--- config.mk ---
export PLATFORM = sky130hd
export DESIGN_NAME = pfa_ctrl
export DESIGN_NICKNAME = d
export VERILOG_FILES = /design/src/rtl/core/pfa_pkg.sv /design/src/rtl/core/pfa_ctrl.sv
export SDC_FILE = /design/constraint.sdc
export NUM_CORES = 1
export LEC_CHECK = 0
export ABC_CLOCK_PERIOD_IN_PS = 1290
export BUFFER_PORTS_ARGS = -buffer_cell sky130_fd_sc_hd__clkbuf_2
export CORE_AREA = 2 2 39 41
export DETAILED_ROUTE_END_ITERATION = 7
export DIE_AREA = 0 0 41 43
export GPL_TIMING_DRIVEN = 0
export PLACE_DENSITY_LB_ADDON = 0.25
export SYNTH_ARGS = -nofsm -noshare
export SYNTH_HDL_FRONTEND = slang
export SYNTH_SLANG_ARGS = --single-unit
--- constraint.sdc ---
create_clock -name i_clk -period 1.29 [get_ports i_clk]
set_input_delay 0.258 -clock i_clk [delete_from_list [all_inputs] [get_ports i_clk]]
set_output_delay 0.258 -clock i_clk [all_outputs]
set_load 0.01 [all_outputs]
--- src/rtl/core/pfa_pkg.sv ---
// ----------------------------------------------------------------------------
// pfa_pkg
// Shared constants, codes and command/status types for the page frame
// allocator core.
// ----------------------------------------------------------------------------
package pfa_pkg;

    // sizing
    localparam int PAGE_BYTES  = 4096;
    localparam int STACK_DEPTH = 1024;
    localparam int PAGE_SHIFT  = $clog2(PAGE_BYTES);
    localparam int STK_AW      = $clog2(STACK_DEPTH);
    localparam int CNT_W       = $clog2(STACK_DEPTH + 1);

    // field widths
    localparam int ADDR_W = 32;
    localparam int FC_W   = 21;
    localparam int STS_W  = 3;
    localparam int USED_W = ADDR_W - PAGE_SHIFT;
    localparam int CMP_W  = (USED_W > FC_W) ? USED_W : FC_W;

    // config port
    localparam int CFG_IDX_W = 2;
    localparam logic [CFG_IDX_W-1:0] CFG_POOL_BASE    = CFG_IDX_W'(0);
    localparam logic [CFG_IDX_W-1:0] CFG_TOTAL_FRAMES = CFG_IDX_W'(1);

    localparam logic [ADDR_W-1:0] UMS_RESET   = ADDR_W'(16777216);
    localparam logic [FC_W-1:0]   TOTAL_RESET = FC_W'(32768);

    typedef enum logic [STS_W-1:0] {
        STS_OK           = 3'd0,
        STS_OUT_OF_FRAMES = 3'd1,
        STS_MISALIGNED   = 3'd2,
        STS_OUT_OF_RANGE = 3'd3,
        STS_STACK_FULL   = 3'd4
    } t_status;

    typedef enum logic [1:0] {
        ST_IDLE,
        ST_EXEC,
        ST_FIN
    } t_state;

    // controller -> datapath
    typedef struct packed {
        logic capture;   // latch the incoming word
        logic exec;      // decide, update pointers, touch the stack
        logic load_out;  // move the result into the output register
        logic cfg_wr;    // config register write
    } t_dp_cmd;

    // datapath -> controller
    typedef struct packed {
        logic out_free;  // output register empty or being taken
    } t_dp_sts;

endpackage

--- src/rtl/core/pfa_ctrl.sv ---
// ----------------------------------------------------------------------------
// pfa_ctrl
// Sequencer: accept, execute, finish. Issues commands to the datapath.
// ----------------------------------------------------------------------------
module pfa_ctrl (
    input  logic             i_clk,
    input  logic             i_rst_n,
    input  logic             i_in_valid,
    output logic             o_in_stall,
    input  logic             i_cfg_valid,
    output logic             o_cfg_ready,
    input  pfa_pkg::t_dp_sts i_sts,
    output pfa_pkg::t_dp_cmd o_cmd
);
    import pfa_pkg::*;

    t_state r_state;
    t_state n_state;

    always_ff @(posedge i_clk) begin
        if (!i_rst_n) begin
            r_state <= ST_IDLE;
        end else begin
            r_state <= n_state;
        end
    end

    always_comb begin
        n_state     = r_state;
        o_cmd       = '0;
        o_in_stall  = 1'b1;
        o_cfg_ready = 1'b0;
        case (r_state)
            ST_IDLE: begin
                o_in_stall  = 1'b0;
                o_cfg_ready = 1'b1;
                o_cmd.cfg_wr = i_cfg_valid;
                if (i_in_valid) begin
                    o_cmd.capture = 1'b1;
                    n_state       = ST_EXEC;
                end
            end
            ST_EXEC: begin
                o_cmd.exec = 1'b1;
                n_state    = ST_FIN;
            end
            ST_FIN: begin
                // next word may enter as this result leaves
                if (i_sts.out_free) begin
                    o_cmd.load_out = 1'b1;
                    o_in_stall     = 1'b0;
                    if (i_in_valid) begin
                        o_cmd.capture = 1'b1;
                        n_state       = ST_EXEC;
                    end else begin
                        n_state = ST_IDLE;
                    end
                end
            end
            default: begin
                n_state = ST_IDLE;
            end
        endcase
    end

endmodule

-- Word level (Yosys, flattened, before mapping)
Index checks and enable logic that the tools add are counted.
- register bits: 2
- input port bits: 5
- equality and inequality tests: 4
- mux-type cells: 14
- reduce and logical (&&, ||, !) cells: 2
- operators with widths (operator ; count):
    2-to-1 mux 1 bit ; 9
    one-hot mux 2 bit (3 select lines) ; 1
    2-to-1 mux 2 bit ; 2
    != test 2 bit (second input constant) ; 2
    one-hot mux 1 bit (2 select lines) ; 2
    equality test 2 x 1 -> 1 bit (second input constant) ; 1
    equality test 2 bit (second input constant) ; 1
    zero test 2 bit ; 1
    AND reduction 2 bit ; 1

-- Depth between registers and ports, before layout
Gate-level depths: netlist of run 1.
- depth after elaboration: 3
- depth in mapped cells: 2
- depth with buffers taken out: 2

-- Least setup slack after synthesis of run 1
OpenSTA, ideal clock, no wires.
- path type: reg2out
- start point: register r_state[1]
- end point: output o_cmd[3] in the netlist's numbering
- data arrival time: 763 ps
- setup slack: 269 ps
- cell stages (with the launch flop): 3
- path buffers: 0
- path through: dfxtp_1 nor2b_4 nor3b_1
- RTL lines (what ; RTL line ; RTL):
    start: declaration ; pfa_ctrl.sv:17 ; t_state r_state;
    start signal: assignment ; pfa_ctrl.sv:24 ; r_state <= n_state;
    end: declaration ; pfa_ctrl.sv:13 ; output pfa_pkg::t_dp_cmd o_cmd

-- Worst setup path after layout of run 1
- start point: register r_state[1]
- end point: output o_in_stall
- word-level cells in the longest chain between the ends: 2
- RTL lines (what ; RTL line ; RTL):
    equality test 2 bit / zero test 2 bit (equally long branches) ; pfa_ctrl.sv:33 ; case (r_state)
    one-hot mux 1 bit (2 select lines) (*) ; pfa_ctrl.sv:33 ;
    end: declaration ; pfa_ctrl.sv:9 ; output logic o_in_stall,
Every way passes the cells marked *; elsewhere a longest branch is shown, timed or not.

==> flow_metrics.tcl, run 1 <==
set metrics [dict create \
    status "finished clean" \
    fin_util_pct 17.3 \
    cp-startpoint "r_state[1]" \
    critPathRequiredTime_ns 1.03 \
    drcViolationCount 0 \
    place_area_um2 204 \
    antennaDiodeCount 0 \
    grt_use_total_pct 4.61 \
    cp.arrival_ns 1.03 \
    syn_avg_cell_area_um2 10.3 \
    grtUsageMet2_pct 5.31 \
    skew_ns 0.000219 \
    die_h_um 43 \
    crit_fanout 5 \
    max_clock_freq_mhz 779 \
    grt_overflow 0 \
    syn_inst 13 \
    die-area_mm2 0.00176 \
    final.setup.worst_slack_ns 0.00596 \
    drt-total-wl_um 301 \
    viasPerCell 3.55 \
    via_count 149 \
    ys_ff_latch 2 \
    multi_input_comb_area_um2 93.8 \
    grt_pass1_vias 130 \
    firstDrtPassIters 2 \
    finalSetupViolations 0 \
    largest_register_ffs 2 \
    port_buffers 10 \
    setup_tns_ns 0 \
    reg2reg_from "r_state[1]" \
    cts_setup_buffers 0 \
    preCtsSetupSlack_ns 0.180 \
    gp_congestion 0.527 \
    p_sw_share_pct 23.6 \
    io_pins 11 \
    reg_top3 "r_state x2" \
    timing_hold_violations_final 0 \
    slew_headroom_pct 87.4 \
    drive_gt1_share_pct 76.9 \
    syn_area_um2 134 \
    row_count 14 \
    power_per_cell_area_mw_per_mm2 1100 \
    cp-start-kind "flop" \
    nNetsFinal 33 \
    min_from "i_rst_n" \
    yosysWarnings 0 \
    fin_crit_sh_pct 99.5 \
    core_mm2 0.00138 \
    p_clk_share_pct 52.4 \
    hpwl_um 242 \
    clock_sinks 2 \
    cts_tree "built" \
    cts-resized-gates 3 \
    use_met3_pct 4.71 \
    pwr-share-seq_pct 27.4 \
    grt-busiest-layer "met4" \
    cts_buffers 3 \
    htreeDepth 1 \
    layout.area.seq_um2 45.0 \
    p_comb_share_pct 20.2 \
    worstSetupEndpointType "output pin" \
    drv_slew 0 \
    tightest_slew_ns 0.187 \
    die_x_um 41 \
    hp-class "in2reg" \
    clkTransAtPathRegs_ns 0.03 \
    nFillCells 171 \
    start_util_pct 9.67 \
    ant_nets 0 \
    largest_register "r_state" \
    p_switching_mw 0.0617 \
    syn_to_final_growth_pct 78.5 \
    grt_pass1_wl_um 434 \
    wl_per_cell_um 7.17 \
    holdBufCountCts 0 \
    timing.final.crit_period_ns 1.28 \
    yosysSeqAreaShare_pct 29.9 \
    rsz0062_at_grt "yes" \
    final_area_um2 239 \
    grt_max_degree 8 \
    ir_worst_vdd_v 0.000202 \
    clk_path_buf_depth 2 \
    clock_latency_ns 0.22 \
    p_leak_nw 0.114 \
    critPathKind "reg2out" \
    drt_iter0_drc 2 \
    grtUsageMet1_pct 2.56 \
    cap_viol_max_count 0 \
    synth_nets 18 \
    p_int_mw 0.200 \
    clockRootBuffer "clkbuf_4" \
    yosysUniqueCellTypes 11 \
    antenna_found_initial 0 \
]
cells in the final DEF (no fill, tap or decap), drive strengths merged:
cell type	instances
nor4bb	1
nor3b	2
nor2b	2
o21a	1
nor2	1
clkbuf	12
buf	2
and3b	1
or2	1
dfxtp	2
and2	1
path summary, 6_finish.rpt:
path / to / slack (ns) / cells past startpoint
worst max-delay path: o_in_stall / 0.006 / 3
worst max register to register: r_state[0] / 0.49 / 2
worst min register to register: r_state[0] / 0.46 / 1
worst min-delay path: r_state[1] / 0.26 / 2
cells in the mapped netlist:
cell type / instances / area, µm²
and2_1: 1 / 6.26
and3b_1: 1 / 8.76
dfxtp_1: 2 / 40.0
nor2b_2: 1 / 8.76
o21a_1: 1 / 7.51
or2_2: 1 / 6.26
nor2b_4: 1 / 13.8
nor3b_1: 2 / 15.0
nor4bb_2: 1 / 16.3
nor2_1: 1 / 3.75
buf_4: 1 / 7.51
area by class of cell:
| class | instances | share of cell area (%) |
|---|---|---|
| flip-flops and latches | 2 | 18.8 |
| plain buffers | 1 | 3.14 |
| multi-input cells | 10 | 39.3 |
| repair buffers | 10 | 20.9 |
| clock buffers | 3 | 9.42 |
| well taps | 16 | 8.38 |
metal layers:
layer	wire length, µm	up-vias	part of all wire [%]
li1	-	71	-
met4	4	0	1.3
met3	48	2	16
met2	148	7	49
met1	99	69	33
met5	0	-	0
worst max-delay path, stage by stage (launching register included):
cell and delay, ns:
dfxtp_2 0.33, nor2b_4 0.14, or2_4 0.21, clkbuf_2 0.12
power by group through the flow:
stage	Combinational [mW]	Sequential [mW]	Clock, mW
floorplan	0.0290	0.0709	0
global placement	0.0506	0.0718	0
detailed placement	0.0509	0.0720	0
CTS	0.0527	0.0720	0.147
global route	0.0581	0.0732	0.149
finish	0.0529	0.0718	0.137
logic make-up (layout without fill, tap and decap cells):
kind of cell | after synthesis | after routing | share of synthesized area (%)
and+or+nand+nor | 9 | 9 | 58.9
AOI/OAI and AO/OA | 1 | 1 | 5.61
buffers and inverters | 1 | 14 | 5.61
DFF | 2 | 2 | 29.9
per-stage QoR:
step	std cells	total power [mW]	hold slack, ns
final	42	0.262	0.256
after global routing	42	0.281	0.255
after CTS	42	0.272	0.252
after detailed placement	39	0.123	0.490
after global placement	39	0.122	0.483
after floorplan	13	0.100	0.376
Power figures use the tool's default switching activity.
==> run 2: changes to the inputs <==
- ABC_CLOCK_PERIOD_IN_PS: 1290 -> not set
- SETUP_SLACK_MARGIN: not set -> 0.5
==> run 2 against run 1 <==
Against the previous run: critical path depth stayed put; first-iteration DRC count is 50% lower; die area stayed put; routed wire length is 24% higher; core utilization is 2.3 points higher; flip-flop and latch count stayed put; sequential share of layout area is 2.2 points lower; worst hold slack hardly changed; sequential power hardly changed; clock skew is 0.0066 ns higher; largest cell class unchanged; largest power group unchanged; highest routed layer is now met3.
==> flow_metrics.tcl, run 2 (synthesized netlist as in run 1, its figures left out) <==
set metrics [dict create \
    status "finished clean" \
    ant_nets 0 \
    clockRootBuffer "clkbuf_4" \
    drive_gt1_share_pct 89.7 \
    nNetsFinal 35 \
    fin_crit_sh_pct 99.5 \
    final.setup.worst_slack_ns 0.00659 \
    preCtsSetupSlack_ns 0.229 \
    grt_max_degree 8 \
    wl_met1_um 161 \
    clkTransAtPathRegs_ns 0.03 \
    skew_ns 0.00681 \
    grt_pass1_wl_um 593 \
    antenna_found_initial 0 \
    reg_top3 "r_state x2" \
    die-area_mm2 0.00176 \
    placed_cells 39 \
    htreeDepth 1 \
    slew_headroom_pct 86.7 \
    die_h_um 43 \
    clock_sinks 2 \
    met2WireLength_um 158 \
    finalSetupViolations 0 \
    cp.arrival_ns 1.03 \
    wl_met3_um 53 \
    reg2reg_from "r_state[1]" \
    worstSetupEndpointType "output pin" \
    layout.cells.most_common "clkbuf_2" \
    viasPerCell 3.42 \
    drt-total-wl_um 374 \
    fin_util_pct 19.5 \
    layout_common_cells "clkbuf_2 (6), buf_4 (3), clkbuf_4 (3), buf_2 (3)" \
    largest_register_ffs 2 \
    ir_worst_vdd_v 0.000360 \
    timing_hold_violations_final 0 \
    cap_viol_max_count 0 \
    holdBufCountCts 0 \
    largest_register "r_state" \
    drv_slew 0 \
    core_mm2 0.00138 \
    port_buffers 10 \
    grt_use_total_pct 5.51 \
    worstReg2RegEnd "r_state[0]" \
    timing.final.crit_period_ns 1.28 \
    die_x_um 41 \
    tightest_slew_ns 0.197 \
    clock_latency_ns 0.23 \
    row_count 14 \
    antennaDiodeCount 0 \
    io_pins 11 \
    gp_congestion 0.558 \
    crit_fanout 5 \
    grt_overflow 0 \
    rsz0062_at_grt "yes" \
    holdPathStages 2 \
    max_clock_freq_mhz 779 \
    start_util_pct 9.67 \
    highest_layer "met3" \
    drcViolationCount 0 \
    stdcell_count 45 \
    worst_r2r_path_depth 3 \
    rrSetupSlack_ns 0.36 \
    nFillCells 159 \
    hold_end "r_state[1]" \
    grt_pass1_vias 166 \
    cts_buffers 3 \
    cts_tree "built" \
    firstDrtPassIters 2 \
    p_leak_nw 0.130 \
    via_count 154 \
    hp-class "in2reg" \
    critPathRequiredTime_ns 1.03 \
    cp-start-kind "flop" \
    clk_path_buf_depth 2 \
    drt_iter0_drc 1 \
    syn_to_final_growth_pct 102 \
    min_from "i_rst_n" \
    critPathKind "reg2out" \
    wl_per_cell_um 8.31 \
    power_per_cell_area_mw_per_mm2 1060 \
    setup_tns_ns 0 \
    hpwl_um 296 \
]
==> run 2: critical path, stage by stage, from the launching register on <==
cell      delay, ns
dfxtp_2        0.33
nor2b_4        0.14
or2_4          0.22
clkbuf_2       0.12
==> run 2: per-stage QoR <==
step           hold WS (ns)  area (µm²)  power (mW)
2_1_floorplan         0.376         153       0.106
3_3_place_gp          0.455         223       0.129
3_5_place_dp          0.471         223       0.131
4_1_cts               0.251         264       0.297
5_1_grt               0.253         270       0.316
6_report              0.256         270       0.287
==> run 2: metal layers <==
layer / global-route usage, % / up-vias
met3: 4.71 / 0
met5: 0 / -
met2: 7.50 / 11
met1: 5.10 / 67
met4: 4.00 / 0
li1: - / 76
==> run 2: how the worst max path moves through the flow <==
stage | to | startpoint
finish | o_in_stall | r_state[1]
global route | o_in_stall | r_state[1]
CTS | o_in_stall | r_state[1]
detailed placement | o_in_stall | r_state[1]
global placement | o_in_stall | r_state[1]
floorplan | o_in_stall | r_state[1]
==> run 2: what timing repair did <==
item                       CTS  global route
setup endpoints to repair    8             8
pin swaps                    0             0
gates resized for setup      0             5
buffers inserted             2             0
==> run 2: area by class of cell <==
class                      count  area (µm²)  share of cell area, %
multi-input combinational     10         100                   37.0
timing repair buffer          12        71.3                   26.4
sequential                     2        45.0                   16.7
clock buffer                   4        26.3                   9.72
tap                           16        20.0                   7.41
buffer                         1        7.51                   2.78
==> run 2: where the power goes <==
group | total [mW] | switching [mW] | internal, mW
clock | 0.153 | 0.0384 | 0.115
combinational | 0.0623 | 0.0240 | 0.0383
sequential | 0.0718 | 0.00594 | 0.0658
total | 0.287 | 0.0684 | 0.219
==> run 3: changes to the inputs <==
- ABC_AREA: not set -> 1
==> run 3 against run 2 <==
Against the previous run: setup slack better by 0.10 ns; clock power down 10%; largest power group unchanged; critical path type unchanged; total power down 1.8%; core utilization up 1.2 points; flip-flop and latch count unchanged; combinational power up 22%; critical path depth up 2.
==> flow_metrics.tcl, run 3 <==
set metrics [dict create \
    syn_area_um2 141 \
    holdBufCountCts 0 \
    reg2reg_from "r_state[0]" \
    clkTransAtPathRegs_ns 0.03 \
    cts_buffers 3 \
    cap_viol_max_count 0 \
    cts_tree "built" \
    drv_slew 0 \
    hpwl_um 285 \
    ys_ff_latch 2 \
    synth_top_cell_area_share_pct 28.3 \
    grt_pass1_wl_um 565 \
    nNetsFinal 44 \
    setup_tns_ns 0 \
    power_per_cell_area_mw_per_mm2 985 \
    clock_sinks 2 \
    cp_top_family "flip-flops" \
    hp-class "in2reg" \
    crit_fanout 6 \
    async_flop_share_pct 0 \
    final_area_um2 287 \
    grt_use_total_pct 5.51 \
    syn_inst 24 \
    fin_util_pct 20.7 \
    synthTopCellsByCount "nand2_1 (5), nor2_1 (5), inv_1 (4)" \
    layout.cells.most_common "clkbuf_2" \
    clock_latency_ns 0.22 \
    rsz0062_at_grt "yes" \
    row_count 14 \
    ant_nets 0 \
    yosysWarnings 0 \
    cp-startpoint "r_state[0]" \
    p_int_mw 0.205 \
    yosysUniqueCellTypes 11 \
    largest_register_ffs 2 \
    synth_nets 29 \
    worstSetupEndpointType "output pin" \
    drcViolationCount 0 \
    fin_crit_sh_pct 91.6 \
    place_area_um2 233 \
    p_clk_share_pct 48.4 \
    cpMaxStageDelayCell "dfxtp_2" \
    p_switching_mw 0.0775 \
    yosysSeqAreaShare_pct 28.3 \
    port_buffers 10 \
    p_comb_share_pct 26.9 \
    p_sw_share_pct 27.4 \
    nFillCells 161 \
    die_h_um 43 \
    skew_ns 0.00371 \
    grt_pass1_vias 148 \
    antenna_found_initial 0 \
    synth-edff-count 0 \
    viasPerCell 3.26 \
    die-area_mm2 0.00176 \
    clockRootBuffer "clkbuf_4" \
    core_mm2 0.00138 \
    start_util_pct 10.2 \
    gp_congestion 0.535 \
    htreeDepth 1 \
    min_from "i_rst_n" \
    p_leak_nw 0.155 \
    antennaDiodeCount 0 \
    status "finished clean" \
    worstPathCellList "inv_4 -> nand2_4 -> nand2_4 -> inv_2 -> buf_2" \
    clk_path_buf_depth 2 \
    synth_ff_type "dfxtp_1" \
    critPathRequiredTime_ns 1.03 \
    io_pins 11 \
    synth_area_leaders "dfxtp_1 (28%), nand2_1 (13%), nor2_1 (13%)" \
    drt_iter0_drc 0 \
    max_clock_freq_mhz 846 \
    cp.arrival_ns 0.92 \
    drt-total-wl_um 343 \
    cp_num_buf_inv 3 \
    syn_to_final_growth_pct 103 \
    grt_overflow 0 \
    ir_worst_vdd_v 0.000226 \
    timing.final.crit_period_ns 1.18 \
    largest_register "r_state" \
    slew_headroom_pct 93.7 \
    wl_per_cell_um 6.47 \
    finalSetupViolations 0 \
    cp_common_cell "nand2_4" \
    via_count 173 \
    firstDrtPassIters 1 \
    reg_top3 "r_state x2" \
    tightest_slew_ns 0.0938 \
    drive_gt1_share_pct 75.7 \
    critPathKind "reg2out" \
    timing_hold_violations_final 0 \
    syn_avg_cell_area_um2 5.89 \
    grt_max_degree 7 \
    synth_top_area_cell "dfxtp_1" \
    die_x_um 41 \
    cp-start-kind "flop" \
    pwr-share-seq_pct 24.7 \
    cts_setup_buffers 0 \
    cpPeakStageDelay_ns 0.32 \
]
[run 3: cells by family (layout without fill, tap and decap cells)]
family | Yosys count | in the layout | share of synthesized area, %
and+or+nand+nor | 14 | 14 | 46.9
buffers and inverters | 7 | 20 | 21.2
DFF | 2 | 2 | 28.3
AOI/OAI and AO/OA | 1 | 1 | 3.54
[run 3: worst paths after layout]
kind         cells past startpoint    endpoint  slack, ns
max                              5  o_in_stall       0.11
min                              3  r_state[1]       0.28
max reg2reg                      4  r_state[0]       0.54
min reg2reg                      3  r_state[1]       0.53
[run 3: through the flow]
stage | cells | worst slack, ns | power, mW | hold slack (ns)
2_1_floorplan | 24 | 0.449 | 0.112 | 0.379
3_3_place_gp | 50 | 0.318 | 0.135 | 0.514
3_5_place_dp | 50 | 0.310 | 0.135 | 0.515
4_1_cts | 53 | 0.0909 | 0.285 | 0.274
5_1_grt | 53 | 0.0489 | 0.312 | 0.284
6_report | 53 | 0.108 | 0.282 | 0.278
[run 3: metal layers]
metal	global-route usage, %	share of wire [%]
met1	5.43	41
met2	6.25	52
met3	4.71	7.0
met4	6.00	0
met5	0	0
[run 3: what timing repair did]
action,CTS,global route
endpoints found under the setup margin,6,7
pin swaps,3,2
resized for setup,3,11
[run 3: worst reg2reg max path, delay by kind of cell, from the launching register on]
kind	cells	cell delay (ns)
DFF	1	0.32
buffers and inverters	1	0.09
and+or+nand+nor	3	0.23
[run 3: area by class of cell]
class                           instances  area, µm²  share of cell area, %
Timing Repair Buffer                   10       68.8                   24.0
Multi-Input combinational cell         15       95.1                   33.2
Tap cell                               16       20.0                   6.99
Sequential cell                         2       45.0                   15.7
Buffer                                  1       7.51                   2.62
Inverter                                6       27.5                   9.61
Clock buffer                            3       22.5                   7.86
[run 3: power groups by stage]
stage | Sequential, mW | Combinational (mW) | Clock, mW
floorplan | 0.0706 | 0.0413 | 0
detailed placement | 0.0714 | 0.0638 | 0
CTS | 0.0693 | 0.0678 | 0.148
global route | 0.0702 | 0.0843 | 0.157
global placement | 0.0713 | 0.0634 | 0
finish | 0.0697 | 0.0760 | 0.137
